### src/design/tab_pkg.sv
`default_nettype none
// ----------------------------------------------------------------------------
// tab_pkg
// Shared types and constants of the tinted alpha-over blend unit.
// ----------------------------------------------------------------------------
package tab_pkg;

   // register indexes
   localparam logic [1:0] REG_TINT_RED   = 2'd0;
   localparam logic [1:0] REG_TINT_GREEN = 2'd1;
   localparam logic [1:0] REG_TINT_BLUE  = 2'd2;
   localparam logic [1:0] REG_TINT_ALPHA = 2'd3;

   localparam int         CSR_ADDR_W  = 4;
   localparam logic [7:0] TINT_RESET  = 8'd255;

   // pipeline stages
   localparam int NUM_STAGES = 6;
   localparam int STG_PROD   = 0;
   localparam int STG_MUL    = 1;
   localparam int STG_SUM    = 2;
   localparam int STG_RECIP  = 3;
   localparam int STG_BOUND  = 4;
   localparam int STG_OUT    = 5;

   // fixed-point units and constant dividers
   localparam logic [15:0] UNIT16      = 16'd65025;
   localparam int          NUM_COLOR_W = 32;
   localparam int          NUM_ALPHA_W = 24;
   localparam longint      DIV_COLOR   = 64'd16581375;
   localparam int          SHIFT_COLOR = 48;
   localparam longint      DIV_ALPHA   = 64'd65025;
   localparam int          SHIFT_ALPHA = 40;
   localparam int          NUM_COLORS  = 3;

   typedef struct packed {
      logic [7:0] red;
      logic [7:0] green;
      logic [7:0] blue;
      logic [7:0] alpha;
   } rgba_type;

   typedef struct packed {
      rgba_type src;
      rgba_type dst;
   } pixel_pair_type;

   typedef struct packed {
      logic [NUM_STAGES-1:0] valid;
      logic [NUM_STAGES-1:0] load;
   } pipe_ctrl_type;

endpackage : tab_pkg
`default_nettype wire

### src/design/tab_cdiv.sv
`default_nettype none
// ----------------------------------------------------------------------------
// tab_cdiv
// Stages 4-6: divide by a constant through a reciprocal multiply, one-step
// correction and cap at 255.
// ----------------------------------------------------------------------------
module tab_cdiv import tab_pkg::*; #(
   parameter int     NUM_W   = NUM_COLOR_W,
   parameter longint DIVISOR = DIV_COLOR,
   parameter int     SHIFT   = SHIFT_COLOR
) (
   input  wire logic             clock,
   input  wire pipe_ctrl_type    ctrl,
   input  wire logic [NUM_W-1:0] num,
   output      logic [7:0]       quo
);

   localparam logic [63:0]      RECIP64 = (64'd1 << SHIFT) / 64'(DIVISOR);
   localparam int               RECIP_W = $clog2(RECIP64 + 64'd1);
   localparam logic [RECIP_W-1:0] RECIP = RECIP_W'(RECIP64);
   localparam logic [NUM_W-1:0] DIV_V   = NUM_W'(DIVISOR);

   logic [NUM_W+RECIP_W-1:0] prod;
   logic [NUM_W+8:0]         bound_full;

   logic [7:0]       q0_ff;
   logic [NUM_W-1:0] num_ff;
   logic [7:0]       q0_b_ff;
   logic [NUM_W-1:0] num_b_ff;
   logic [NUM_W:0]   bound_ff;
   logic [8:0]       q_sum;
   logic [7:0]       quo_ff;

   // estimate is exact or one low
   assign prod = {{RECIP_W{1'b0}}, num} * {{NUM_W{1'b0}}, RECIP};

   always_ff @(posedge clock) begin
      if (ctrl.load[STG_RECIP]) begin
         q0_ff  <= prod[SHIFT +: 8];
         num_ff <= num;
      end
   end

   assign bound_full = ({1'b0, q0_ff} + 9'd1) * {{9{1'b0}}, DIV_V};

   always_ff @(posedge clock) begin
      if (ctrl.load[STG_BOUND]) begin
         q0_b_ff  <= q0_ff;
         num_b_ff <= num_ff;
         bound_ff <= bound_full[NUM_W:0];
      end
   end

   assign q_sum = {1'b0, q0_b_ff} + {8'd0, ({1'b0, num_b_ff} >= bound_ff)};

   always_ff @(posedge clock) begin
      if (ctrl.load[STG_OUT]) begin
         quo_ff <= q_sum[8] ? 8'hFF : q_sum[7:0];
      end
   end

   assign quo = quo_ff;

endmodule : tab_cdiv
`default_nettype wire

### config.mk
export PLATFORM = sky130hd
export DESIGN_NAME = tab_cdiv
export DESIGN_NICKNAME = d
export VERILOG_FILES = /design/src/design/tab_pkg.sv /design/src/design/tab_cdiv.sv
export SDC_FILE = /design/constraint.sdc
export NUM_CORES = 1
export LEC_CHECK = 0
export BUFFER_PORTS_ARGS = -buffer_cell sky130_fd_sc_hd__buf_2
export CORE_ASPECT_RATIO = 1.5
export CORE_MARGIN = 2
export CORE_UTILIZATION = 29
export CTS_BUF_LIST = sky130_fd_sc_hd__clkbuf_16
export DETAILED_ROUTE_END_ITERATION = 6
export PLACE_DENSITY = 0.4
export SYNTH_ARGS = -nofsm -noshare
export SYNTH_HDL_FRONTEND = slang
export SYNTH_SLANG_ARGS = --single-unit
### constraint.sdc
create_clock -name clock -period 18.72 [get_ports clock]
set_input_delay 3.744 -clock clock [delete_from_list [all_inputs] [get_ports clock]]
set_output_delay 3.744 -clock clock [all_outputs]
set_load 0.005 [all_outputs]
* After elaboration in Yosys (flattened, before gate mapping)
Cells that the tools add are included.
Storage, ports and cells: bits in registers 121, input bits 45, output and inout bits 8, word-level logic and storage cells 11
Cells by class: add/sub/neg operators 2, $mul 2, order comparisons 1
Operators with widths (number):
- multiplier 32 x 24 -> 55 bit, second input constant | 1
- >= comparator 32 x 33 -> 1 bit | 1
- multiplier 9 x 24 -> 33 bit, second input constant | 1
- adder 8 x 1 -> 9 bit | 1
- adder 8 x 1 -> 9 bit, second input constant | 1

* Depth between registers and ports, before layout
Gate-level depths: netlist of the first run.
depth in word-level cells 2, depth in mapped cells 22

* Worst setup path after synthesis of the first run
No wires, ideal clock.
path type input to register, from in num[8], to reg q0_ff[7], data pin, arrival 8568 ps, path slack 9890 ps, stages 20, path buffers 0, path through ha_1 > ha_1 > ha_1 > inv_1 > fa_1 > inv_1 > fa_1 > fa_1 > inv_1 > fa_1 > inv_1 > ha_1 > and4_4 > nand4_2 > or3_1 > nor4_2 > a221oi_2 > a21oi_2 > o31ai_1 > xnor2_1
Between the ends: word-level cells in the longest chain between the ends 1
Ends and longest elaborated chain:
- from (decl) | RTL line tab_cdiv.sv:14 | input wire logic [NUM_W-1:0] num,
- multiplier 32 x 24 -> 55 bit | RTL line tab_cdiv.sv:35 | assign prod = {{RECIP_W{1'b0}}, num} * {{NUM_W{1'b0}}, RECIP};
- net prod[55] | RTL line tab_cdiv.sv:23 | logic [NUM_W+RECIP_W-1:0] prod;
- to (signal assigned) | RTL line tab_cdiv.sv:39 | q0_ff <= prod[SHIFT +: 8];
- to (decl) | RTL line tab_cdiv.sv:26 | logic [7:0] q0_ff;
The timed path passes the listed nets, and every way through them passes these cells. A chain may end at the register's enable or synchronous reset.

* Worst setup path in the final report of the first run
from in num[9], to reg q0_ff[7], data pin
The elaborated chain is that of the path after synthesis.

==> results of run 1 <==
-- synth_stat cells (2+ instances only) --
cell type,n,share of area [%]
a311o_1,3,0.18
o21a_1,2,0.092
a211oi_1,10,0.46
a21oi_2,2,0.11
o21bai_1,6,0.28
nor2_1,29,0.67
o21ai_0,29,0.89
xor2_1,17,0.91
and3_2,2,0.092
inv_1,367,8.5
o31ai_1,3,0.14
edfxtp_1,121,22
a31o_2,2,0.11
nand2b_1,8,0.31
a221oi_1,2,0.11
mux2i_1,2,0.12
a21o_1,35,1.6
a221o_1,3,0.18
and4_1,3,0.16
a2111oi_0,2,0.11
nand3_1,27,0.83
nor4_1,4,0.15
nand2_1,41,0.94
a21oi_1,52,1.6
a21boi_0,3,0.14
and2_1,4,0.15
or3_1,3,0.12
nor2b_1,12,0.46
nor3_1,14,0.43
o21ai_1,3,0.092
and3_1,14,0.54
or4_1,3,0.14
a211o_1,2,0.11
ha_1,422,32
o211ai_1,3,0.14
a31oi_1,5,0.19
fa_1,172,21
nand4_1,13,0.50
xnor2_1,27,1.5
-- registers in the layout, summed over array words and instances, names as in the netlist --
signal and flops:
bound_ff 33, num_b_ff 32, num_ff 32, q0_b_ff 8, q0_ff 8, quo 8
-- layout make-up --
cell class | instances | area [um2] | share of cell area, %
multi-input cells | 1002 | 11300 | 62.7
inverters | 367 | 1380 | 7.65
clock buffers | 17 | 425 | 2.36
flip-flops and latches | 121 | 3630 | 20.2
repair buffers | 50 | 270 | 1.50
well taps | 702 | 878 | 4.88
clock inverters | 15 | 139 | 0.771
-- per-stage QoR --
step	hold WS, ns	worst slack (ns)
detailed placement	0.405	8.92
finish	0.413	9.53
global placement	0.402	8.93
floorplan	0.400	9.89
CTS	0.418	9.38
global route	0.422	9.18
-- path summary, 6_finish.rpt --
kind,startpoint,end,slack (ns),depth (start not counted)
worst max-delay path,num[9],q0_ff[7]$_DFFE_PP_,9.53,21
worst min-delay path,num_ff[31]$_DFFE_PP_,num_b_ff[31]$_DFFE_PP_,0.41,0
worst max register to register,q0_ff[1]$_DFFE_PP_,bound_ff[31]$_DFFE_PP_,11.93,20
worst min register to register,num_ff[31]$_DFFE_PP_,num_b_ff[31]$_DFFE_PP_,0.41,0
-- logic make-up (layout without fill, tap and decap cells) --
group,Yosys count,count (layout),share of synthesized area (%)
compound gates,180,180,7.40
buf+inv,369,449,8.50
xor+xnor,44,44,2.36
flops,121,121,22.3
simple gates,182,182,5.80
mux,2,2,0.123
fa+ha+maj,594,594,53.5
-- routing by layer --
layer	wire, um	track usage, %
met1	15200	15.5
met5	0	0
met3	509	1.12
met4	839	4.22
met2	23100	30.3
==> results.sh, run 1 <==
export IMPL_cp_slowest_cell="a221oi_2"
export IMPL_wl_um=39600
export IMPL_clock_root_buffer="clkbuf_16"
export IMPL_setup_viol_count_final=0
export IMPL_row_count=106
export IMPL_finalCritPeriodShare_pct=49.1
export IMPL_cap_viol_max_count=0
export IMPL_synth_area_mm2=0.0163
export IMPL_tns_ns=0
export IMPL_grt_pass1_wl_um=63500
export IMPL_path_max_fanout=8
export IMPL_fin_area_mm2=0.0180
export IMPL_cp_end_kind="flip-flop"
export IMPL_critical_path_cell_chain="buf_2, ha_1, ha_1, ha_1, inv_1, fa_1, inv_1, fa_1, fa_1, inv_1, fa_1, inv_1, ha_1, and4_4, nor2b_1, o31ai_1, nand3_1, a221oi_2, a21oi_2, o31ai_1, xnor2_1"
export IMPL_cts_sinks=121
export IMPL_finClkSkew_ns=0.0132
export IMPL_grt_pass1_vias=11300
export IMPL_critical_path_class="input pin to flip-flop"
export IMPL_overflow=0
export IMPL_timing_fmax_mhz=109
export IMPL_coreArea_mm2=0.0557
export IMPL_area_growth_pct=10.5
export IMPL_yosysWarningCount=0
export IMPL_cp_top_family="adder cells"
export IMPL_fin_cells=2274
export IMPL_cts_tree="yes"
export IMPL_drcViolationCount=0
export IMPL_cts_buffers=17
export IMPL_yosys_cell_types_count=59
export IMPL_die_w_um=198
export IMPL_dp_hpwl_um=33500
export IMPL_fin_crit_ns=9.19
export IMPL_layout_drive_gt1_share_pct=6.04
export IMPL_avgRoutedWirePerCell_um=17.4
export IMPL_utilization_pct=32.3
export IMPL_clk_pin_slew_worst_paths_ns=0.07
export IMPL_synth_flop_cell="edfxtp_1"
export IMPL_critPathMaxStageDelay_ns=0.56
export IMPL_placed_area_mm2=0.0174
export IMPL_synth_edf_count=121
export IMPL_relSlewSlack_pct=35.0
export IMPL_firstDrtPassIters=5
export IMPL_cts_setup_buffers=0
export IMPL_path_buf_inv=5
export IMPL_syn_num_nets=2131
export IMPL_ys_seq_area_share_pct=22.3
export IMPL_grt_max_degree=62
export IMPL_drtAntennaViolNets=0
export IMPL_ys_ff_latch=121
export IMPL_clk_path_buf_depth=2
export IMPL_vias=10300
export IMPL_dieArea_mm2=0.0582
export IMPL_clock_latency_ns=0.44
export IMPL_hold_buffers=0
export IMPL_io_pins=53
export IMPL_tightest_slew_ns=0.974
export IMPL_via_per_inst=4.54
export IMPL_placed_cells=2242
export IMPL_track_usage_pct=14.7
export IMPL_n_fill_cell=5751
export IMPL_hold_viol=0
export IMPL_htree_num_levels=4
export IMPL_syn_avg_cell_area_um2=10.9
export IMPL_nNetsFinal=2198
export IMPL_rsz0062_at_grt="no"
export IMPL_post_cts_resized=0
export IMPL_report_final_slew_viol_count=0
export IMPL_status="finished, final reports clean"
export IMPL_final_cell_mix="422 x ha_1, 367 x inv_1, 172 x fa_1"
export IMPL_final_common_cell="ha_1"
export IMPL_start_util_pct=29.3
export IMPL_async_flop_share_pct=0
export IMPL_antenna_cells=0
export IMPL_holdCritPathClass="flip-flop to flip-flop"
export IMPL_syn_inst=1492
export IMPL_drtIter0Drc=301
export IMPL_required_ns=18.90
export IMPL_cp_start_kind="input pin"
export IMPL_arrival_ns=9.37
export IMPL_gp_congestion=0.838
export IMPL_portBuffers=43
export IMPL_grt_antenna_before_repair=0
export IMPL_die_height_um=294
Power of run 1 is not shown: default switching activity piles up to over one toggle a cycle in this logic, so the estimate is an artifact.
==> run 2, diff against run 1 <==
--- a/config.mk
+++ b/config.mk
@@ -11,7 +11,7 @@
 export CORE_UTILIZATION = 29
 export CTS_BUF_LIST = sky130_fd_sc_hd__clkbuf_16
 export DETAILED_ROUTE_END_ITERATION = 6
-export PLACE_DENSITY = 0.4
+export PLACE_DENSITY = 0.42
 export SYNTH_ARGS = -nofsm -noshare
 export SYNTH_HDL_FRONTEND = slang
 export SYNTH_SLANG_ARGS = --single-unit
==> constraint.sdc (replaced) <==
create_clock -name clock -period 7.4 [get_ports clock]
set_input_delay 1.48 -clock clock [delete_from_list [all_inputs] [get_ports clock]]
set_output_delay 1.48 -clock clock [all_outputs]
set_load 0.005 [all_outputs]
==> run 2 against run 1 <==
Clock skew decreased by 0.0059 ns. Count of clock-buffer cells in the layout stayed put. Sequential share of layout area down 0.31 points. Worst hold slack improved by 0.0024 ns. Critical endpoint unchanged.
==> results.sh, run 2 (synthesis results as in run 1) <==
export IMPL_cap_viol_max_count=0
export IMPL_portBuffers=43
export IMPL_wl_um=40400
export IMPL_track_usage_pct=14.9
export IMPL_tns_ns=0
export IMPL_avgRoutedWirePerCell_um=17.5
export IMPL_fin_crit_ns=6.75
export IMPL_drcViolationCount=0
export IMPL_antenna_cells=0
export IMPL_report_final_slew_viol_count=0
export IMPL_cts_buffers=17
export IMPL_firstDrtPassIters=4
export IMPL_critical_path_class="input pin to flip-flop"
export IMPL_rsz0062_at_grt="no"
export IMPL_htree_num_levels=4
export IMPL_dieArea_mm2=0.0582
export IMPL_grt_pass1_vias=11800
export IMPL_layout_drive_gt1_share_pct=7.98
export IMPL_finalCritPeriodShare_pct=91.2
export IMPL_grt_antenna_before_repair=0
export IMPL_vias=10600
export IMPL_grt_max_degree=67
export IMPL_cp_end_kind="flip-flop"
export IMPL_critical_path_cell_chain="buf_2, ha_1, ha_1, ha_1, inv_1, fa_1, inv_1, fa_1, fa_1, inv_1, fa_1, inv_1, ha_1, and4_4, nand4_2, or3_1, nor4_2, a221oi_2, buf_4, a21oi_2, o31ai_1, xnor2_1"
export IMPL_arrival_ns=6.93
export IMPL_hold_viol=0
export IMPL_nNetsFinal=2231
export IMPL_drtAntennaViolNets=0
export IMPL_clk_path_buf_depth=2
export IMPL_cp_slowest_cell="fa_1"
export IMPL_die_height_um=294
export IMPL_clock_root_buffer="clkbuf_16"
export IMPL_largest_register_ffs=33
export IMPL_start_util_pct=29.3
export IMPL_finClkSkew_ns=0.00728
export IMPL_status="finished, final reports clean"
export IMPL_final_cell_mix="422 x ha_1, 367 x inv_1, 172 x fa_1"
export IMPL_grt_pass1_wl_um=63900
export IMPL_timing_fmax_mhz=148
export IMPL_clk_pin_slew_worst_paths_ns=0.05
export IMPL_row_count=106
export IMPL_post_cts_resized=0
export IMPL_cts_setup_buffers=0
export IMPL_reg2reg_depth=20
export IMPL_utilization_pct=32.8
export IMPL_holdCritPathClass="flip-flop to flip-flop"
export IMPL_io_pins=53
export IMPL_largest_registers="bound_ff x33, num_b_ff x32, num_ff x32"
export IMPL_hold_buffers=0
export IMPL_required_ns=7.58
export IMPL_final_common_cell="ha_1"
export IMPL_path_max_fanout=5
export IMPL_drtIter0Drc=308
export IMPL_top_register="bound_ff"
export IMPL_dp_hpwl_um=35700
export IMPL_clock_latency_ns=0.44
export IMPL_cts_tree="yes"
export IMPL_coreArea_mm2=0.0557
export IMPL_overflow=0
export IMPL_setup_viol_count_final=0
export IMPL_via_per_inst=4.58
export IMPL_die_w_um=198
export IMPL_tightest_slew_ns=0.973
export IMPL_critPathMaxStageDelay_ns=0.55
export IMPL_area_growth_pct=12.2
export IMPL_gp_congestion=0.829
export IMPL_hold_path_cell_count=0
export IMPL_relSlewSlack_pct=35.2
export IMPL_cp_start_kind="input pin"
export IMPL_cts_sinks=121
[run 2: cell types whose count changed in the layout (fill, tap and decap cells not counted)]
cell | before | now
buf_4 | 8 | 41
inv_6 | 7 | 1
bufinv_16 | 1 | 3
clkinv_4 | 3 | 5
clkinvlp_4 | 1 | 3
clkinv_1 | 1 | 0
[run 2: per-stage QoR]
step                      area, um2  hold WS [ns]  worst slack [ns]  cells
after floorplan               16300         0.400             0.834   1492
after global placement        17700         0.400             0.208   2275
after detailed placement      17700         0.405             0.161   2275
after CTS                     18300         0.418             0.618   2306
after global routing          18300         0.420             0.341   2306
final                         18300         0.415             0.650   2306
[run 2: worst paths after layout]
kind                                            from                endpoint  slack, ns
worst max register to register    q0_ff[0]$_DFFE_PP_  bound_ff[25]$_DFFE_PP_       0.81
worst min register to register  num_ff[11]$_DFFE_PP_  num_b_ff[11]$_DFFE_PP_       0.42
worst max-delay path                          num[8]      q0_ff[7]$_DFFE_PP_       0.65
worst min-delay path            num_ff[11]$_DFFE_PP_  num_b_ff[11]$_DFFE_PP_       0.42
[run 2: cell type report]
type / count / area (um2)
Inverter: 367 / 1380
Clock inverter: 14 / 175
Tap cell: 702 / 878
Fill cell: 5731 / 37400
Clock buffer: 17 / 425
Multi-Input combinational cell: 1002 / 11300
Sequential cell: 121 / 3630
Timing Repair Buffer: 83 / 518
[run 2: critical path, delay by kind of cell]
family | cells | cell delay [ns]
AOI/OAI and AO/OA | 3 | 0.40
xor gates and xnor gates | 1 | 0.13
adders and majority gates | 8 | 3.31
buffers and inverters | 6 | 0.58
and+or+nand+nor | 4 | 1.02
[run 2: metal layers]
layer | share of wire, % | track usage [%] | up-vias
li1 | - | - | 5243
met1 | 36 | 14.3 | 5146
met2 | 59 | 31.0 | 119
met3 | 1.4 | 1.41 | 59
met4 | 3.9 | 6.40 | 0
met5 | 0 | 0 | -
Power of run 2 is left out for the same reason.
