`src/design/tab_pkg.sv`:
```
`default_nettype none
// ----------------------------------------------------------------------------
// tab_pkg
// Shared types and constants of the tinted alpha-over blend unit.
// ----------------------------------------------------------------------------
package tab_pkg;

   // register indexes
   localparam logic [1:0] REG_TINT_RED   = 2'd0;
   localparam logic [1:0] REG_TINT_GREEN = 2'd1;
   localparam logic [1:0] REG_TINT_BLUE  = 2'd2;
   localparam logic [1:0] REG_TINT_ALPHA = 2'd3;

   localparam int         CSR_ADDR_W  = 4;
   localparam logic [7:0] TINT_RESET  = 8'd255;

   // pipeline stages
   localparam int NUM_STAGES = 6;
   localparam int STG_PROD   = 0;
   localparam int STG_MUL    = 1;
   localparam int STG_SUM    = 2;
   localparam int STG_RECIP  = 3;
   localparam int STG_BOUND  = 4;
   localparam int STG_OUT    = 5;

   // fixed-point units and constant dividers
   localparam logic [15:0] UNIT16      = 16'd65025;
   localparam int          NUM_COLOR_W = 32;
   localparam int          NUM_ALPHA_W = 24;
   localparam longint      DIV_COLOR   = 64'd16581375;
   localparam int          SHIFT_COLOR = 48;
   localparam longint      DIV_ALPHA   = 64'd65025;
   localparam int          SHIFT_ALPHA = 40;
   localparam int          NUM_COLORS  = 3;

   typedef struct packed {
      logic [7:0] red;
      logic [7:0] green;
      logic [7:0] blue;
      logic [7:0] alpha;
   } rgba_type;

   typedef struct packed {
      rgba_type src;
      rgba_type dst;
   } pixel_pair_type;

   typedef struct packed {
      logic [NUM_STAGES-1:0] valid;
      logic [NUM_STAGES-1:0] load;
   } pipe_ctrl_type;

endpackage : tab_pkg
`default_nettype wire

```
`src/design/tab_pipe_ctrl.sv`:
```
`default_nettype none
// ----------------------------------------------------------------------------
// tab_pipe_ctrl
// Valid bits and per-stage load enables; bubbles collapse under stall.
// ----------------------------------------------------------------------------
module tab_pipe_ctrl import tab_pkg::*; (
   input  wire logic     clock,
   input  wire logic     reset,
   input  wire logic     in_valid,
   output      logic     in_ready,
   output      logic     out_valid,
   input  wire logic     out_ready,
   output pipe_ctrl_type ctrl
);

   logic [NUM_STAGES-1:0] valid_ff;
   logic [NUM_STAGES-1:0] valid_in;
   logic [NUM_STAGES-1:0] load;

   always_comb begin
      load[NUM_STAGES-1] = !valid_ff[NUM_STAGES-1] || out_ready;
      for (int k = NUM_STAGES - 2; k >= 0; k--) begin
         load[k] = !valid_ff[k] || load[k+1];
      end
   end

   always_comb begin
      valid_in = valid_ff;
      for (int k = 0; k < NUM_STAGES; k++) begin
         if (load[k]) begin
            valid_in[k] = (k == 0) ? in_valid : valid_ff[(k == 0) ? 0 : k - 1];
         end
      end
   end

   always_ff @(posedge clock) begin
      if (reset) begin
         valid_ff <= '0;
      end else begin
         valid_ff <= valid_in;
      end
   end

   assign in_ready   = load[0];
   assign out_valid  = valid_ff[NUM_STAGES-1];
   assign ctrl.valid = valid_ff;
   assign ctrl.load  = load;

endmodule : tab_pipe_ctrl
`default_nettype wire

```
`config.mk`:
```
export PLATFORM = sky130hd
export DESIGN_NAME = tab_pipe_ctrl
export DESIGN_NICKNAME = d
export VERILOG_FILES = /design/src/design/tab_pkg.sv /design/src/design/tab_pipe_ctrl.sv
export SDC_FILE = /design/constraint.sdc
export NUM_CORES = 1
export LEC_CHECK = 0
export ABC_CLOCK_PERIOD_IN_PS = 1400
export BUFFER_PORTS_ARGS = -buffer_cell sky130_fd_sc_hd__buf_2
export CAP_MARGIN = 0
export CELL_PAD_IN_SITES_DETAIL_PLACEMENT = 1
export CELL_PAD_IN_SITES_GLOBAL_PLACEMENT = 2
export CORE_UTILIZATION = 17
export CTS_BUF_LIST = sky130_fd_sc_hd__clkbuf_4 sky130_fd_sc_hd__clkbuf_8 sky130_fd_sc_hd__clkbuf_16
export CTS_CLUSTER_DIAMETER = 50
export CTS_CLUSTER_SIZE = 14
export DETAILED_ROUTE_END_ITERATION = 10
export HOLD_SLACK_MARGIN = 0.02
export PLACE_DENSITY_LB_ADDON = 0.08
export SETUP_SLACK_MARGIN = 0.3
export SLEW_MARGIN = 25
export SYNTH_ARGS = -nofsm -noshare
export SYNTH_HDL_FRONTEND = slang
export SYNTH_SLANG_ARGS = --single-unit
export TNS_END_PERCENT = 50
```
`constraint.sdc`:
```
create_clock -name clock -period 1.4 [get_ports clock]
set_clock_uncertainty 0.1 [all_clocks]
set_input_delay 0.21 -clock clock [delete_from_list [all_inputs] [get_ports clock]]
set_output_delay 0.21 -clock clock [all_outputs]
set_load 0.01 [all_outputs]
```
### Yosys cells after proc, flatten, opt, wreduce, memory -nomap -nowiden

Cells that the tools add are included.

* add/subtract/negate cells: 0
* multipliers: 0
* divide/modulo/power cells: 0
* order comparisons: 0
* eq/ne operators: 0
* shift-type cells: 0
* mux-type cells: 0
* bitwise logic cells: 0
* reduce and logical (&&, ||, !) cells: 12

Operator list (count)
* $logic_not 1->1: 6
* $logic_or 1x1->1: 6

* register bits after elaboration: 6
* latch bits: 0
* memory bits (writable): 0
* ROM bits: 0
* input port bits: 4
* output and inout bits: 14
* word-level logic and storage cells: 18
* memories: 0

### Depth between registers and ports, before layout

Gate-level depths: netlist of the first run.

* depth in word-level cells: 7
* mapped depth: 4
* depth with buffers taken out: 3

### Worst setup path after synthesis of the first run

Ideal clock, no wire load.

* path type: register to output
* from: register valid_ff[5]
* to: output ctrl[0] in the netlist's numbering
* data arrival time: 1.052 ns
* slack: 0.038 ns
* stages on the path, launching flop included: 5
* buffers on the path: 2
* cells stage by stage: dfxtp_1 -> and4b_1 -> buf_4 -> nand4_2 -> buf_4

* longest elaborated chain between the ends: 7

RTL lines
* from (decl): RTL line tab_pipe_ctrl.sv:16 `logic [NUM_STAGES-1:0] valid_ff;`
* from (signal assigned): RTL line tab_pipe_ctrl.sv:40 `valid_ff <= valid_in;`
* $logic_not 1->1: RTL line tab_pipe_ctrl.sv:21 `load[NUM_STAGES-1] = !valid_ff[NUM_STAGES-1] || out_ready;`
* $logic_or 1x1->1: RTL line tab_pipe_ctrl.sv:21
* $logic_or 1x1->1 (5 in series): RTL line tab_pipe_ctrl.sv:23 `load[k] = !valid_ff[k] || load[k+1];`
* to (decl): RTL line tab_pipe_ctrl.sv:13 `output pipe_ctrl_type ctrl`

Every way passes these cells.

==> summary.md, run 1 <==
| Metric | Value |
|---|---|
| Initial antenna violation count | `0` |
| CTS Sinks | `6` |
| Buffers and inverters on the worst path | `1` |
| Max-cap violations | `0` |
| Crit-path cells | `and4b_2 > nand4_4 > buf_6` |
| Regs by FF count | `valid_ff: 6 flops` |
| Largest family of logic cells by synthesized area | `simple AND/OR/NAND/NOR gates` |
| Synth top area share | `49.7%` |
| Gr usage total | `10.1%` |
| Crit path kind | `flop to primary output` |
| Area Overhead vs Synth | `82.9%` |
| Synth Area in Simple Gates | `22.8%` |
| Vias in the first global route | `239` |
| Max FO, Critical Path | `6` |
| Io pins | `18` |
| Syn nets | `32` |
| Startpoint Class | `flop` |
| Synthesis-stage register bit count | `6` |
| Mux cell area share after synthesis | `0%` |
| Cell accounting for the most synthesized area | `dfxtp_1` |
| Row cnt | `13` |
| Die height | `39.7 microns` |
| Final worst path period share | `104%` |
| CP startpoint | `valid_ff[5]` |
| H-tree depth | `1` |
| Max reg flops | `6` |
| CTS Buf Count | `3` |
| Root buffer cell | `clkbuf_4` |
| Layout cell share with drive strength beyond 1 | `68.8%` |
| Slowest CP cell | `dfxtp_2` |
| Synth cell types | `11` |
| Reg2Reg Setup Slack | `0.30 ns` |
| Routed vias | `260` |
| Pre-antenna DRT Iters | `1` |
| PwrDens | `812 nW/um^2` |
| Worst path max stage delay | `0.33 ns` |
| Max Fclk | `0.685 GHz` |
| Worst flop-to-flop path endpoint | `valid_ff[1]` |
| Slew @ Worst Pin | `0.167 ns` |
| Final ANT Viol Nets | `0` |
| Status | `finished with violations` |
| Place WS | `0.0721 ns` |
| Port Buffers | `17` |
| Setup TNS | `-0.176 ns` |
| Die Area | `1580 sq um` |
| Diode count | `0` |
| Sequential-to-total area share from yosys stat | `49.7%` |
| DP HPWL | `478 microns` |
| Synth area leaders | `dfxtp_1 (50%), a21oi_1 (10%), buf_4 (9.3%)` |
| Final Util | `33.5%` |
| Pins Over Slew Limit | `0` |
| Final Power | `0.359 mW` |
| Hold depth | `3` |
| Initial core utilization | `18.3%` |
| R2r worst-path depth | `3` |
| Final setup margin | `-0.0608 ns` |
| Crit path depth | `3` |
| Failing checks | `negative setup slack` |
| Worst-path clk slew | `0.05 ns` |
| Worst min path class | `primary input to flop` |
| Placed cell area | `335 sq um` |
| Compound-gate portion of the synthesized area | `10.4%` |
| WP data required | `1.09 ns` |
| Final setup fails | `3` |
| CP Capture Point | `ctrl[0]` |
| Most common cell after layout, fill and taps aside | `buf_2` |
| Top delay family on crit path | `simple AND/OR/NAND/NOR gates` |
| Post-Syn Instances | `28` |
| Post-Route WL | `671 microns` |
| Pleak | `0.209 nW` |
| Synthesized area per cell | `8.62 sq um` |
| Placeable Area | `1320 sq um` |
| Grt ovf | `0` |
| Reg with most FFs | `valid_ff` |
| Largest net degree at the start of global routing | `7` |
| Final nets | `54` |
| Global-route wire length before repair | `959 microns` |
| Synth Area in XOR/XNOR | `0%` |
| Number of remaining DRC errors | `0` |
| Starting DRC count in detailed routing | `0` |
| Clock latency on the worst-skew pair | `0.24 ns` |
| Critical path data arrival time | `1.15 ns` |
| Cell area after synthesis | `241 sq um` |
| CTS Buffer Depth | `2` |
| Slew margin rel. | `88.9%` |
| CTS tree | `done` |
| Final Hold Vio Count | `0` |
| DR vias/cell | `4.13` |
| Gpl congestion | `0.592` |
| Post-synthesis adder-cell area fraction | `0%` |
| Yosys Warn Count | `0` |
| Most frequent cells in the layout | `buf_2 (11), buf_6 (7), inv_1 (5), a21oi_1 (5), dfxtp_2 (4)` |
| RSZ-0062 raised after global routing | `true` |
| R2R Path Start | `valid_ff[5]` |
| Die X | `39.7 microns` |
| Maximum vdd drop | `301 uV` |
| WL/cell | `10.7 microns` |
| Design Area, Final | `442 sq um` |
| Critical path capture point type | `primary output` |
| Min Tclk post-route | `1.46 ns` |
-- final cells by class --
cell class	count	area [sq um]
Sequential cell	6	133
Clock buffer	3	22.5
Fill cell	155	876
Timing Repair Buffer	20	149
Inverter	5	18.8
Tap cell	15	18.8
Multi-Input combinational cell	14	100
-- worst min-delay path by stage --
stage	startpoint	to	slack (ns)
detailed placement	valid_ff[3]	valid_ff[4]	0.35
floorplan	reset	valid_ff[4]	0.17
global route	in_valid	valid_ff[0]	0.09
finish	in_valid	valid_ff[0]	0.10
CTS	in_valid	valid_ff[0]	0.10
global placement	valid_ff[3]	valid_ff[4]	0.34
-- Yosys cell counts --
master	count
dfxtp_1	6
inv_1	5
nand2_1	1
buf_4	3
or2_2	1
and4b_1	1
nand2b_1	1
nand4_2	1
a21oi_1	5
nand3_1	1
nor2_1	3
-- metal layers --
| metal | GRT usage, % | part of all wire (%) | up-vias |
|---|---|---|---|
| li1 | - | - | 127 |
| met1 | 8.72 | 38 | 120 |
| met2 | 18.4 | 54 | 13 |
| met3 | 5.11 | 8.5 | 0 |
| met4 | 5.17 | 0 | 0 |
| met5 | 0 | 0 | - |
-- tightest hold or removal path, stage by stage --
cell     delay [ns]
buf_2          0.10
inv_1          0.04
a21oi_1        0.05
-- what timing repair did --
item / CTS / global route
endpoints found under the setup margin: 12 / 13
endpoints found under the hold margin: 0 / 0
cloned: 0 / 0
gates resized for setup: 11 / 4
buffers inserted: 3 / 0
pin swaps: 2 / 3
hold buffers: 0 / 0
-- per-stage QoR --
| stage | hold slack (ns) | instances |
|---|---|---|
| 2_1_floorplan | 0.172 | 28 |
| 3_3_place_gp | 0.338 | 57 |
| 3_5_place_dp | 0.352 | 57 |
| 4_1_cts | 0.100 | 63 |
| 5_1_grt | 0.0944 | 63 |
| 6_report | 0.101 | 63 |
-- report_power, final --
part	internal (mW)	leakage, nW	switching, mW
registers	0.174	0.0521	0.00585
logic	0.0115	0.143	0.0111
clock network	0.0968	0.0138	0.0595
-- logic make-up after synthesis --
family	count (synthesis)
buf+inv	8
flops	6
simple gates	9
compound gates	5
(Power assumes the default switching activity.)
==> run 2, diff against run 1 <==
SETUP_SLACK_MARGIN = 0.1   (was 0.3)
==> run 2 against run 1 <==
Against the previous run:
- the flow still finishes with violations (negative setup slack)
- critical path type unchanged
- core utilization fell by 2.4 points
- cell area fell by 7.1%
- sequential power about the same
- largest power group unchanged
- global-route usage increased by 1.2 points
- clock power rose by 3%
==> summary.md, run 2 (synthesis results as in run 1) <==
| Metric | Value |
|---|---|
| Clock latency on the worst-skew pair | `0.24 ns (about the same)` |
| Final worst path period share | `105% (was 104%)` |
| Io pins | `18 (unchanged)` |
| Failing checks | `negative setup slack (unchanged)` |
| Most common cell after layout, fill and taps aside | `buf_2 (unchanged)` |
| CTS Sinks | `6 (unchanged)` |
| Min Tclk post-route | `1.47 ns (was 1.46 ns)` |
| R2r worst-path depth | `4 (was 3)` |
| Slowest CP cell | `dfxtp_2 (unchanged)` |
| PwrDens | `885 nW/um^2 (was 812 nW/um^2)` |
| Reg2Reg Setup Slack | `0.18 ns (was 0.30 ns)` |
| Layout cell share with drive strength beyond 1 | `61.2% (was 68.8%)` |
| Die Area | `1580 sq um (unchanged)` |
| CTS tree | `done (unchanged)` |
| Critical path data arrival time | `1.16 ns (was 1.15 ns)` |
| Max reg flops | `6 (unchanged)` |
| Switching Share | `22.1% (was 21.3%)` |
| Die X | `39.7 microns (unchanged)` |
| Pleak | `0.204 nW (was 0.209 nW)` |
| Slew margin rel. | `82.6% (was 88.9%)` |
| DP HPWL | `514 microns (was 478 microns)` |
| Worst min path class | `primary input to flop (unchanged)` |
| Global-route wire length before repair | `1.06 mm (was 959 microns)` |
| Diode count | `0 (unchanged)` |
| Routed vias | `265 (was 260)` |
| Post-Route WL | `701 microns (was 671 microns)` |
| Max FO, Critical Path | `5 (was 6)` |
| Hold depth | `3 (unchanged)` |
| WP data required | `1.09 ns (about the same)` |
| Final nets | `55 (was 54)` |
| Switch Pwr | `0.0802 mW (was 0.0765 mW)` |
| Starting DRC count in detailed routing | `0 (unchanged)` |
| Worst path max stage delay | `0.33 ns (about the same)` |
| Final Hold Vio Count | `0 (unchanged)` |
| Area Overhead vs Synth | `69.9% (was 82.9%)` |
| Worst flop-to-flop path endpoint | `valid_ff[0] (was valid_ff[1])` |
| Reg with most FFs | `valid_ff (unchanged)` |
| Final-layout fill cell count | `172 (was 155)` |
| Crit-path cells | `and4b_2 > nand4_4 > buf_6 (unchanged)` |
| Initial core utilization | `18.3% (unchanged)` |
| CTS Buf Count | `3 (unchanged)` |
| DR vias/cell | `4.14 (was 4.13)` |
| Final ANT Viol Nets | `0 (unchanged)` |
| Crit path kind | `flop to primary output (unchanged)` |
| Row cnt | `13 (unchanged)` |
| P_int | `0.283 mW (was 0.282 mW)` |
| Regs by FF count | `valid_ff: 6 flops (unchanged)` |
| Port Buffers | `17 (unchanged)` |
| CTS Buffer Depth | `2 (unchanged)` |
| Hold Path Sink | `valid_ff[0] (unchanged)` |
| Grt ovf | `0 (unchanged)` |
| Most frequent cells in the layout | `buf_2 (14), inv_1 (5), a21oi_1 (5) (was buf_2 (11), buf_6 (7), inv_1 (5), a21oi_1 (5), dfxtp_2 (4))` |
| Slew @ Worst Pin | `0.261 ns (was 0.167 ns)` |
| Final setup fails | `3 (unchanged)` |
| Maximum vdd drop | `299 uV (was 301 uV)` |
| Clock Power Share | `44.3% (was 43.6%)` |
| Gr usage total | `11.2% (was 10.1%)` |
| Status | `finished with violations (unchanged)` |
| Critical path capture point type | `primary output (unchanged)` |
| Hold buffer count at CTS | `0 (unchanged)` |
| Register area | `124 sq um (was 133 sq um)` |
| Die height | `39.7 microns (unchanged)` |
| WL/cell | `11.0 microns (was 10.7 microns)` |
| Largest net degree at the start of global routing | `7 (unchanged)` |
| Number of remaining DRC errors | `0 (unchanged)` |
| Final setup margin | `-0.0744 ns (was -0.0608 ns)` |
| Placeable Area | `1320 sq um (unchanged)` |
| H-tree depth | `1 (unchanged)` |
| Gpl congestion | `0.586 (was 0.592)` |
| Hold_sp | `in_valid (unchanged)` |
| Comb power frac | `5.6% (was 6.3%)` |
| Flop pwr share | `50.1% (about the same)` |
| Place WS | `0.0830 ns (was 0.0721 ns)` |
| Max Fclk | `0.678 GHz (was 0.685 GHz)` |
| Multi-input gate area | `92.6 sq um (was 100 sq um)` |
| Pins Over Slew Limit | `0 (unchanged)` |
| Initial antenna violation count | `0 (unchanged)` |
| Max-cap violations | `0 (unchanged)` |
| Final Power | `0.363 mW (was 0.359 mW)` |
| Pre-antenna DRT Iters | `1 (unchanged)` |
| RSZ-0062 raised after global routing | `true (unchanged)` |
| Root buffer cell | `clkbuf_4 (unchanged)` |
| Vias in the first global route | `255 (was 239)` |
| R2R Path Start | `valid_ff[5] (unchanged)` |
| Worst-path clk slew | `0.05 ns (about the same)` |
| Startpoint Class | `flop (unchanged)` |
run 2: area by class of cell:
cell class,instances,area share (%)
Inverter,5,4.57
Multi-Input combinational cell,14,22.6
Tap cell,15,4.57
Timing Repair Buffer,21,32.6
Clock buffer,3,5.49
Sequential cell,6,30.2
run 2: worst max-delay path by stage:
stage	from	to	slack, ns	cells past startpoint
global route	valid_ff[5]	in_ready	-0.13	3
finish	valid_ff[5]	in_ready	-0.07	3
CTS	valid_ff[3]	in_ready	-0.10	3
detailed placement	out_ready	in_ready	0.08	4
floorplan	valid_ff[5]	ctrl[0]	0.12	4
global placement	out_ready	in_ready	0.09	4
run 2: stage by stage:
| step | cells | hold slack [ns] | TNS (ns) | cell area (sq um) | util, % |
|---|---|---|---|---|---|
| 5_1_grt | 64 | 0.107 | -0.456 | 410 | 31.1 |
| 3_5_place_dp | 58 | 0.351 | 0 | 343 | 26.0 |
| 3_3_place_gp | 58 | 0.344 | 0 | 343 | 26.0 |
| 6_report | 64 | 0.102 | -0.211 | 410 | 31.1 |
| 4_1_cts | 63 | 0.0854 | -0.294 | 403 | 30.6 |
| 2_1_floorplan | 28 | 0.172 | 0 | 254 | - |
run 2: layer usage:
metal	wire [microns]	track usage, %	share of wire (%)	up-vias
met5	0	0	0	-
met1	300	10.4	43	120
met3	60	5.11	8.6	0
li1	-	-	-	131
met4	0	10.3	0	0
met2	341	18.0	49	14
run 2: power by group through the flow:
stage | Combinational, mW | Clock, mW | Sequential (mW)
after floorplan | 0.00541 | 0 | 0.187
after global placement | 0.0190 | 0 | 0.185
after detailed placement | 0.0195 | 0 | 0.185
after CTS | 0.0208 | 0.171 | 0.182
after global routing | 0.0228 | 0.177 | 0.182
final | 0.0204 | 0.161 | 0.182
run 2: what timing repair did:
action	4_1_cts	5_1_grt
pin swaps	3	0
setup buffers	2	1
setup endpoints to repair	6	6
resized for setup	5	0
gates cloned	0	0
hold endpoints to repair	0	0
run 2: critical path, delay by kind of cell, from the launching register on:
kind / cells / cell delay, ns
buf+inv: 1 / 0.15
flops: 1 / 0.33
simple gates: 2 / 0.44
