===== config.mk =====
export PLATFORM = sky130hd
export DESIGN_NAME = tab_csr
export DESIGN_NICKNAME = d
export VERILOG_FILES = /design/src/design/tab_pkg.sv /design/src/design/tab_csr.sv
export SDC_FILE = /design/constraint.sdc
export NUM_CORES = 1
export LEC_CHECK = 0
export ABC_AREA = 1
export BUFFER_PORTS_ARGS = -buffer_cell sky130_fd_sc_hd__buf_4
export CAP_MARGIN = 5
export CORE_ASPECT_RATIO = 1.75
export CORE_UTILIZATION = 25
export CTS_CLUSTER_DIAMETER = 120
export DETAILED_ROUTE_END_ITERATION = 8
export PLACE_DENSITY = 0.64
export SLEW_MARGIN = 20
export SYNTH_ARGS = -nofsm -noshare
export SYNTH_HDL_FRONTEND = slang
export SYNTH_SLANG_ARGS = --single-unit
export TNS_END_PERCENT = 20

===== constraint.sdc =====
create_clock -name clock -period 0.8 [get_ports clock]
set_clock_uncertainty 0.1 [all_clocks]
set_input_delay 0.04 -clock clock [delete_from_list [all_inputs] [get_ports clock]]
set_output_delay 0.04 -clock clock [all_outputs]
set_load 0.005 [all_outputs]

===== src/design/tab_pkg.sv =====
`default_nettype none
// ----------------------------------------------------------------------------
// tab_pkg
// Shared types and constants of the tinted alpha-over blend unit.
// ----------------------------------------------------------------------------
package tab_pkg;

   // register indexes
   localparam logic [1:0] REG_TINT_RED   = 2'd0;
   localparam logic [1:0] REG_TINT_GREEN = 2'd1;
   localparam logic [1:0] REG_TINT_BLUE  = 2'd2;
   localparam logic [1:0] REG_TINT_ALPHA = 2'd3;

   localparam int         CSR_ADDR_W  = 4;
   localparam logic [7:0] TINT_RESET  = 8'd255;

   // pipeline stages
   localparam int NUM_STAGES = 6;
   localparam int STG_PROD   = 0;
   localparam int STG_MUL    = 1;
   localparam int STG_SUM    = 2;
   localparam int STG_RECIP  = 3;
   localparam int STG_BOUND  = 4;
   localparam int STG_OUT    = 5;

   // fixed-point units and constant dividers
   localparam logic [15:0] UNIT16      = 16'd65025;
   localparam int          NUM_COLOR_W = 32;
   localparam int          NUM_ALPHA_W = 24;
   localparam longint      DIV_COLOR   = 64'd16581375;
   localparam int          SHIFT_COLOR = 48;
   localparam longint      DIV_ALPHA   = 64'd65025;
   localparam int          SHIFT_ALPHA = 40;
   localparam int          NUM_COLORS  = 3;

   typedef struct packed {
      logic [7:0] red;
      logic [7:0] green;
      logic [7:0] blue;
      logic [7:0] alpha;
   } rgba_type;

   typedef struct packed {
      rgba_type src;
      rgba_type dst;
   } pixel_pair_type;

   typedef struct packed {
      logic [NUM_STAGES-1:0] valid;
      logic [NUM_STAGES-1:0] load;
   } pipe_ctrl_type;

endpackage : tab_pkg
`default_nettype wire


===== src/design/tab_csr.sv =====
`default_nettype none
// ----------------------------------------------------------------------------
// tab_csr
// APB register file holding the four tint factors.
// ----------------------------------------------------------------------------
module tab_csr import tab_pkg::*; (
   input  wire logic                  clock,
   input  wire logic                  reset,
   input  wire logic                  psel,
   input  wire logic                  penable,
   input  wire logic                  pwrite,
   input  wire logic [CSR_ADDR_W-1:0] paddr,
   input  wire logic [31:0]           pwdata,
   output      logic [31:0]           prdata,
   output      logic                  pready,
   output      rgba_type              tint
);

   rgba_type   tint_ff;
   rgba_type   tint_in;
   logic [1:0] index;
   logic       wr_en;

   assign index  = paddr[CSR_ADDR_W-1:2];
   assign wr_en  = psel && penable && pwrite;
   assign pready = 1'b1;
   assign tint   = tint_ff;

   always_comb begin
      tint_in = tint_ff;
      if (wr_en) begin
         case (index)
            REG_TINT_RED:   tint_in.red   = pwdata[7:0];
            REG_TINT_GREEN: tint_in.green = pwdata[7:0];
            REG_TINT_BLUE:  tint_in.blue  = pwdata[7:0];
            REG_TINT_ALPHA: tint_in.alpha = pwdata[7:0];
            default:        tint_in = tint_ff;
         endcase
      end
   end

   always_comb begin
      case (index)
         REG_TINT_RED:   prdata = {24'd0, tint_ff.red};
         REG_TINT_GREEN: prdata = {24'd0, tint_ff.green};
         REG_TINT_BLUE:  prdata = {24'd0, tint_ff.blue};
         REG_TINT_ALPHA: prdata = {24'd0, tint_ff.alpha};
         default:        prdata = 32'd0;
      endcase
   end

   always_ff @(posedge clock) begin
      if (reset) begin
         tint_ff <= '{red: TINT_RESET, green: TINT_RESET,
                      blue: TINT_RESET, alpha: TINT_RESET};
      end else begin
         tint_ff <= tint_in;
      end
   end

endmodule : tab_csr
`default_nettype wire


; ---- Word-level counts from Yosys, hierarchy flattened
; Cells that the tools add are included.
[word_totals]
in_bits = 41
out_inout_bits = 65
ramBits = 0
mem_bits_ro = 0
wordCells = 15
memories = 0
ff_bits = 32
latch_bits = 0
[classes]
n_mux = 1
div_mod_pow = 0
order_cmp = 0
eq_ne = 3
n_shift = 0
reduce_logical = 7
bitwise_logic = 0
add_sub_neg = 0
mul = 0
[ops]
columns = cell, count
row1 = one-hot mux 32 bit (4 select lines), 1
row2 = AND reduction 2 bit, 4
row3 = "== test 2 bit, second input constant", 2
row4 = "== test 2 x 1 -> 1 bit, second input constant", 1
row5 = logical AND 1 bit, 2
row6 = logical NOT 2 bit, 1

; ---- Longest topological paths before layout
; Gate-level depths: netlist (run 1).
[logic_depth]
ltp_word = 3
mapped_depth = 5
depth_no_buf = 5

; ---- Least setup slack after synthesis (run 1)
; No wires, ideal clock.
[synth_timing]
kind = in2reg
from = in psel
to = reg tint_ff (netlist bit tint[0])
arrival_ps = 603
path_stages = 5
path_buffers = 0
required_ps = 566
slack_ps = -36
setup_time_ps = 134
cell_sequence = nand2_1 -> nor2_2 -> nand2_1 -> nand2_1 -> nand3_1
[synth_via]
elab_chain_cells = 3
[synth_rtl]
columns = element, line
row1 = start: declaration, tab_csr.sv:9  ; input wire logic psel,
row2 = logical AND 1 bit (2 in a row), tab_csr.sv:25  ; assign wr_en = psel && penable && pwrite;
row3 = AND reduction 2 bit (no line), n/a
row4 = end signal: assignment, tab_csr.sv:54  ; tint_ff <= '{red: TINT_RESET, green: TINT_RESET,
row5 = end signal: assignment, tab_csr.sv:57  ; tint_ff <= tint_in;
row6 = end: declaration, tab_csr.sv:19  ; rgba_type tint_ff;
; No other way between the ends.
; A chain may end at the register's enable or synchronous reset.

; ---- Worst setup path after layout (run 1)
[layout_timing]
from = reg tint_ff (netlist bit tint[23])
to = out prdata[7]
[layout_via]
elab_chain_cells = 1
[layout_rtl]
columns = element, line
row1 = one-hot mux 32 bit (4 select lines), tab_csr.sv:43  ; case (index)
row2 = end: declaration, tab_csr.sv:14  ; output logic [31:0] prdata,
; No other way between the ends. The select of a mux whose other input is x is not followed.

==> results.json, run 1 <==
{
  "area_of_the_die_um2": 6650,
  "place_hpwl_um": 3380,
  "final_ant_viol_nets": 0,
  "clk_pin_slew_worst_setup_hold_paths_ns": 0.07,
  "antenna_found_initial": 0,
  "ys_top_cells_by_area": "sky130_fd_sc_hd__dfxtp_1 41%, sky130_fd_sc_hd__nand3_1 20%, sky130_fd_sc_hd__nand2_1 17%, sky130_fd_sc_hd__buf_4 14%, sky130_fd_sc_hd__nand4_1 3.2%",
  "port_buffers": 54,
  "crit_fanout": 2,
  "floorplan.rows": 38,
  "floorplan.core_area_um2": 6130,
  "routed-wl-met2_um": 2900,
  "cpLargestDelayFamily": "flip-flops",
  "start_util_pct": 25.7,
  "asyncSetResetFlopFracSynth_pct": 0,
  "synth-warning-count": 0,
  "final_cells": 399,
  "netlist_area_pre_place_um2": 1580,
  "period_needed_ns": 1.11,
  "area_growth_pct": 76.2,
  "cell_count_after_placement": 360,
  "synth_top_cell_by_area": "sky130_fd_sc_hd__dfxtp_1",
  "synthDistinctLibCells": 12,
  "root_buffer": "sky130_fd_sc_hd__clkbuf_8",
  "firstDrtPassIters": 6,
  "floorplan.die.width_um": 62.1,
  "critical_path_required_ns": 0.66,
  "grt_setup_unrepaired": "true",
  "dr.max_layer_used": "met4",
  "violations": "hold timing, setup timing",
  "setup_ws_ns": -0.308,
  "leading_post_synthesis_cells_by_instance_count": "70 x sky130_fd_sc_hd__nand2_1, 64 x sky130_fd_sc_hd__nand3_1, 32 x sky130_fd_sc_hd__dfxtp_1",
  "worst_setup_path_start_kind": "flop",
  "critical_path.cell_chain": "nand2_1, nand4_1, buf_4",
  "post-synth-top-area-fraction_pct": 40.6,
  "outcome": "complete, but fails checks",
  "cap_violations": 0,
  "grt_overflow": 0,
  "wire_length_after_detailed_routing_um": 5180,
  "crit_arrival_ns": 0.97,
  "num_io_pins": 106,
  "cp_slowest_cell": "sky130_fd_sc_hd__dfxtp_2",
  "detail_route.wl_per_cell_um": 13.0,
  "worstSetupEndpointType": "primary output",
  "timing.final.crit_share_pct": 139,
  "timing_worst_setup_path_type": "reg2out",
  "initial_drc_count": 79,
  "die_height_um": 107,
  "flip_flop_count_of_the_largest_register_after_layout": 32,
  "nNetsFinal": 359,
  "final_layout_size_suffix_gt1_share_pct": 51.1,
  "cts_tree": "built",
  "cts_inserted_buffers": 5,
  "power.density_nw_per_um2": 1400,
  "setup_viol_count_final": 40,
  "drt_drc_violations_left": 0,
  "buffer_levels_on_the_longest_clock_path": 2,
  "ys_seq_area_share_pct": 40.6,
  "synth_edf_count": 0,
  "total_leakage_power_nw": 1.35,
  "hold_violations": 28,
  "grt_start_max_net_pins": 24,
  "postSynthAreaPerCell_um2": 7.18,
  "n_antenna_cell": 0,
  "pre_cts_slack_ns": -0.170,
  "placed_cell_areas_um2": 2090,
  "grt_pass1_vias": 1610,
  "grt_pass1_wl_um": 7710,
  "synth-seq-cells": 32,
  "top_achievable_clock_speed_mhz": 902,
  "slew_viol_final": 0,
  "post_drt_via_cell_ratio": 4.47,
  "postSynth.topFlopCell": "sky130_fd_sc_hd__dfxtp_1",
  "later_pin_clock_latency_in_the_skew_report_ns": 0.28,
  "routed-via-count": 1785,
  "cts_sinks": 32,
  "grt_util_all_layers_pct": 15.9,
  "cp_num_buf_inv": 1,
  "hold_buffers": 1,
  "route.met3.wl_um": 243,
  "slowest_delay_ns": 0.33,
  "design_area_um2": 2780,
  "worst_hold_path_type": "in2reg",
  "number_of_h_tree_branching_levels": 2,
  "synth.most_common_cell": "sky130_fd_sc_hd__nand2_1",
  "postSynthCellCount": 220,
  "peakVddDrop_uv": 565,
  "timing.hold.ws_ns": -0.0806,
  "wl_met1_um": 1950,
  "gp_routability_congestion": 0.820
}
[kinds of logic after synthesis]
kind of cell	Yosys count	share of synthesized area [%]
buffers and inverters	40	16.6
other	2	0.476
and+or+nand+nor	146	42.3
DFF	32	40.6
[worst min-delay path, delay by kind of cell]
family | cells | cell delay [ns]
and+or+nand+nor | 2 | 0.14
buffers and inverters | 1 | 0.10
[cells in the final DEF (no fill, tap or decap)]
master,netlist,final
sky130_fd_sc_hd__nand2_1,70,55
sky130_fd_sc_hd__nand3_2,0,3
sky130_fd_sc_hd__nor2_2,2,1
sky130_fd_sc_hd__clkbuf_8,0,5
sky130_fd_sc_hd__dlymetal6s4s_1,0,1
sky130_fd_sc_hd__buf_4,29,34
sky130_fd_sc_hd__nand2_2,0,15
sky130_fd_sc_hd__nor2_4,2,3
sky130_fd_sc_hd__bufinv_16,0,1
sky130_fd_sc_hd__dfxtp_2,0,30
sky130_fd_sc_hd__clkinv_2,0,1
sky130_fd_sc_hd__buf_12,0,2
sky130_fd_sc_hd__clkinv_1,1,1
sky130_fd_sc_hd__buf_6,0,66
sky130_fd_sc_hd__conb_1,2,25
sky130_fd_sc_hd__inv_1,4,4
sky130_fd_sc_hd__nand4_1,8,8
sky130_fd_sc_hd__dfxtp_4,0,2
sky130_fd_sc_hd__nand3_1,64,61
sky130_fd_sc_hd__clkbuf_1,3,1
[routing by layer]
layer	vias to the layer above	global-route usage, %
met3	8	1.93
li1	874	-
met4	0	6.83
met1	817	18.4
met2	86	27.8
met5	-	0
[area by class of cell]
class                   instances  area (um2)
fillers                       592        3350
clock inverters                 2        35.0
repair buffers                103        1050
clock buffers                   6        72.6
multi-input cells             171         820
inverters                       5        18.8
flip-flops and latches         32         686
well taps                      80         100
[report_power, final]
part / switching (mW) / internal (mW)
logic: 0.336 / 0.350
registers: 0.0310 / 1.63
clock network: 0.625 / 0.924
total: 0.992 / 2.90
[metrics by stage]
step	utilization, %	power (mW)	setup TNS [ns]
after floorplan	-	2.02	-0.0359
after global placement	34.1	2.24	-5.20
after detailed placement	34.1	2.24	-5.45
after CTS	43.0	3.86	-7.28
after global routing	45.4	4.04	-8.85
final	45.4	3.90	-7.84
[what timing repair did]
item,4_1_cts,5_1_grt
gates resized for setup,86,32
endpoints found under the setup margin,40,51
pin swaps,14,11
gates cloned,0,0
buffers inserted,24,6
endpoints found under the hold margin,32,28
[final timing paths]
kind | start | to | slack (ns) | cells past startpoint
worst max-delay path | tint[23] | prdata[7] | -0.31 | 3
worst min-delay path | pwdata[7] | tint[15] | -0.08 | 3
worst max register to register | tint[8] | tint[8] | 0 | 3
worst min register to register | tint[3] | tint[3] | 0.39 | 2
Power figures use the tool's default switching activity.
==> inputs of run 2 (changes only) <==
- ABC_AREA: 1 -> not set
- PLACE_DENSITY: 0.64 -> 0.63
==> results.json, run 2 <==
{
  "outcome": "complete, but fails checks",
  "violations": "setup timing",
  "num_io_pins": 106,
  "post-synth-top-area-fraction_pct": 38.8,
  "most_frequent_standard_cell_in_the_layout_excluding_fill_and_tap_cells": "sky130_fd_sc_hd__buf_4",
  "cp_slowest_cell": "sky130_fd_sc_hd__mux4_2",
  "hold_violations": 0,
  "start_util_pct": 26.3,
  "synth_xor_area_share_pct": 0,
  "top_achievable_clock_speed_mhz": 726,
  "area_of_the_die_um2": 6940,
  "synth-seq-cells": 32,
  "peakVddDrop_uv": 1020,
  "period_needed_ns": 1.38,
  "synth_edf_count": 0,
  "buffer_levels_on_the_longest_clock_path": 2,
  "root_buffer": "sky130_fd_sc_hd__clkbuf_8",
  "clk_pin_slew_worst_setup_hold_paths_ns": 0.07,
  "flip_flop_count_of_the_largest_register_after_layout": 32,
  "floorplan.rows": 38,
  "synth_top_cell_by_area": "sky130_fd_sc_hd__dfxtp_1",
  "final_cell_mix": "56 x sky130_fd_sc_hd__buf_4, 51 x sky130_fd_sc_hd__buf_6, 32 x sky130_fd_sc_hd__a211o_1",
  "combinationalPowerShare_pct": 15.6,
  "grt_setup_unrepaired": "true",
  "setup_viol_count_final": 72,
  "detail_route.wl_per_cell_um": 13.4,
  "setup_ws_ns": -0.578,
  "r2r-end": "tint[21]",
  "portion_of_netlist_area_occupied_by_mux_cells_pct": 11.4,
  "later_pin_clock_latency_in_the_skew_report_ns": 0.28,
  "switching_share_of_power_pct": 24.4,
  "timing_worst_setup_path_type": "reg2out",
  "worst_reg_to_reg_cells": 5,
  "synth_compound_area_share_pct": 17.0,
  "total_leakage_power_nw": 1.15,
  "gp_routability_congestion": 0.779,
  "ys_seq_area_share_pct": 38.8,
  "fillerInstances": 619,
  "post_drt_via_cell_ratio": 4.46,
  "final_layout_size_suffix_gt1_share_pct": 56.6,
  "grt_util_all_layers_pct": 13.6,
  "cts_tree": "built",
  "n_antenna_cell": 0,
  "number_of_h_tree_branching_levels": 2,
  "area_growth_pct": 64.7,
  "crit_fanout": 2,
  "leading_post_synthesis_cells_by_instance_count": "32 x sky130_fd_sc_hd__a211o_1, 32 x sky130_fd_sc_hd__dfxtp_1, 30 x sky130_fd_sc_hd__nor2_1",
  "cell_internal_pwr_mw": 2.62,
  "postSynthCellCount": 166,
  "clock_power_share_pct": 36.7,
  "fin_setup_tns_ns": -14.49,
  "grt_pass1_vias": 1450,
  "power.density_nw_per_um2": 1280,
  "antenna_found_initial": 0,
  "worst_hold_path_type": "in2reg",
  "postSynthAreaPerCell_um2": 9.93,
  "floorplan.die.width_um": 63.4,
  "port_buffers": 54,
  "combinational_family_with_the_most_area_after_synthesis": "compound AO/OA/AOI/OAI gates",
  "drt_drc_violations_left": 0,
  "nNetsFinal": 307,
  "synth-warning-count": 0,
  "power_frac_seq_pct": 47.7,
  "firstDrtPassIters": 4,
  "post_synth_and_or_nand_nor_area_fraction_pct": 16.5,
  "worstReg2RegStart": "tint[21]",
  "worst_setup_path_start_kind": "flop",
  "wire_length_after_detailed_routing_um": 4650,
  "synthAdderAreaFrac_pct": 0,
  "routed-via-count": 1549,
  "r2r_setup_slack_ns": -0.40,
  "slew_viol_final": 0,
  "synthDistinctLibCells": 17,
  "asyncSetResetFlopFracSynth_pct": 0,
  "timing.critical_path.to": "prdata[5]",
  "critical_path_required_ns": 0.66,
  "pre_cts_slack_ns": -0.443,
  "postSynth.topFlopCell": "sky130_fd_sc_hd__dfxtp_1",
  "grt_overflow": 0,
  "grt_pass1_wl_um": 7040,
  "critical_path.cell_chain": "mux4_2, buf_6",
  "netlist_area_pre_place_um2": 1650,
  "ys_top_cells_by_area": "sky130_fd_sc_hd__dfxtp_1 39%, sky130_fd_sc_hd__a211o_1 17%, sky130_fd_sc_hd__buf_4 11%, sky130_fd_sc_hd__mux4_2 8.2%, sky130_fd_sc_hd__nor2_1 6.8%",
  "place_hpwl_um": 3460,
  "crit_arrival_ns": 1.24,
  "netSwitchingPower_mw": 0.847,
  "timing.final.crit_share_pct": 172,
  "cts_inserted_buffers": 5,
  "initial_drc_count": 22,
  "final_ant_viol_nets": 0,
  "cp_launch_point": "tint[5]",
  "die_height_um": 109,
  "cts_sinks": 32,
  "grt_start_max_net_pins": 33,
  "floorplan.core_area_um2": 6280,
  "slowest_delay_ns": 0.50,
  "cap_violations": 0,
  "worstSetupEndpointType": "primary output"
}
==> run 2: cell count changes in the layout (fill, tap and decap cells not counted), sizes merged, moves of 7 or more <==
cell and change:
nand4 -7, nand2 -62, a211o +32, nand3 -64, nand2b +9, mux4 +8
nor2 +26
==> run 2: cells by family (layout without fill, tap and decap cells) <==
group,after synthesis,count (layout)
flops,32,32
simple gates,53,53
buf+inv,39,117
mux,8,8
other cells,2,25
compound gates,32,32
==> run 2: stage by stage <==
stage | area [um2] | instances | utilization (%) | hold WS (ns) | total power [mW]
3_3_place_gp | 2340 | 331 | 37.3 | 0.293 | 2.16
2_1_floorplan | 1740 | 189 | - | 0.0344 | 1.99
4_1_cts | 2550 | 342 | 40.7 | -0.00339 | 3.47
5_1_grt | 2720 | 347 | 43.3 | 0.0262 | 3.61
6_report | 2720 | 347 | 43.3 | 0.00220 | 3.47
3_5_place_dp | 2340 | 331 | 37.3 | 0.292 | 2.17
==> run 2: repair_timing <==
item,CTS,global route
endpoints found under the hold margin,4,0
gates cloned,0,0
setup buffers,3,6
gates resized for setup,35,42
pin swaps,2,4
endpoints found under the setup margin,72,72
==> run 2: worst min path at each step <==
stage                    from  cells after the start  endpoint  slack, ns
detailed placement  pwdata[2]                      4  tint[18]       0.29
CTS                 pwdata[7]                      4  tint[23]     -0.003
finish              pwdata[1]                      4  tint[17]      0.002
floorplan               reset                      1  tint[19]       0.03
global placement    pwdata[1]                      4  tint[17]       0.29
global route        pwdata[0]                      4  tint[16]       0.03
==> run 2: area by class of cell <==
cell class	instances	area [um2]	area share [%]
timing repair buffer	108	1010	37.4
multi-input combinational	118	838	30.9
sequential	32	667	24.6
tap	80	100	3.68
clock buffer	6	82.6	3.04
clock inverter	2	10.0	0.368
inverter	1	3.75	0.138
==> run 2: metal layers <==
metal | global-route usage (%) | vias up | wire length, um
met1 | 13.9 | 743 | 1660
li1 | - | 736 | -
met4 | 5.68 | 0 | 62
met5 | 0 | - | 0
met3 | 3.01 | 5 | 273
met2 | 25.8 | 65 | 2660
==> run 2: worst max-delay path, delay by kind of cell (launching register included) <==
family / cells / cell delay, ns
muxes: 1 / 0.50
DFF: 1 / 0.32
buffers and inverters: 1 / 0.14
==> run 2: power groups by stage <==
| stage | Combinational, mW | Clock, mW | Sequential, mW |
|---|---|---|---|
| 6_report | 0.541 | 1.27 | 1.65 |
| 5_1_grt | 0.588 | 1.36 | 1.66 |
| 4_1_cts | 0.514 | 1.31 | 1.65 |
| 3_5_place_dp | 0.483 | 0 | 1.68 |
| 3_3_place_gp | 0.481 | 0 | 1.68 |
| 2_1_floorplan | 0.301 | 0 | 1.69 |
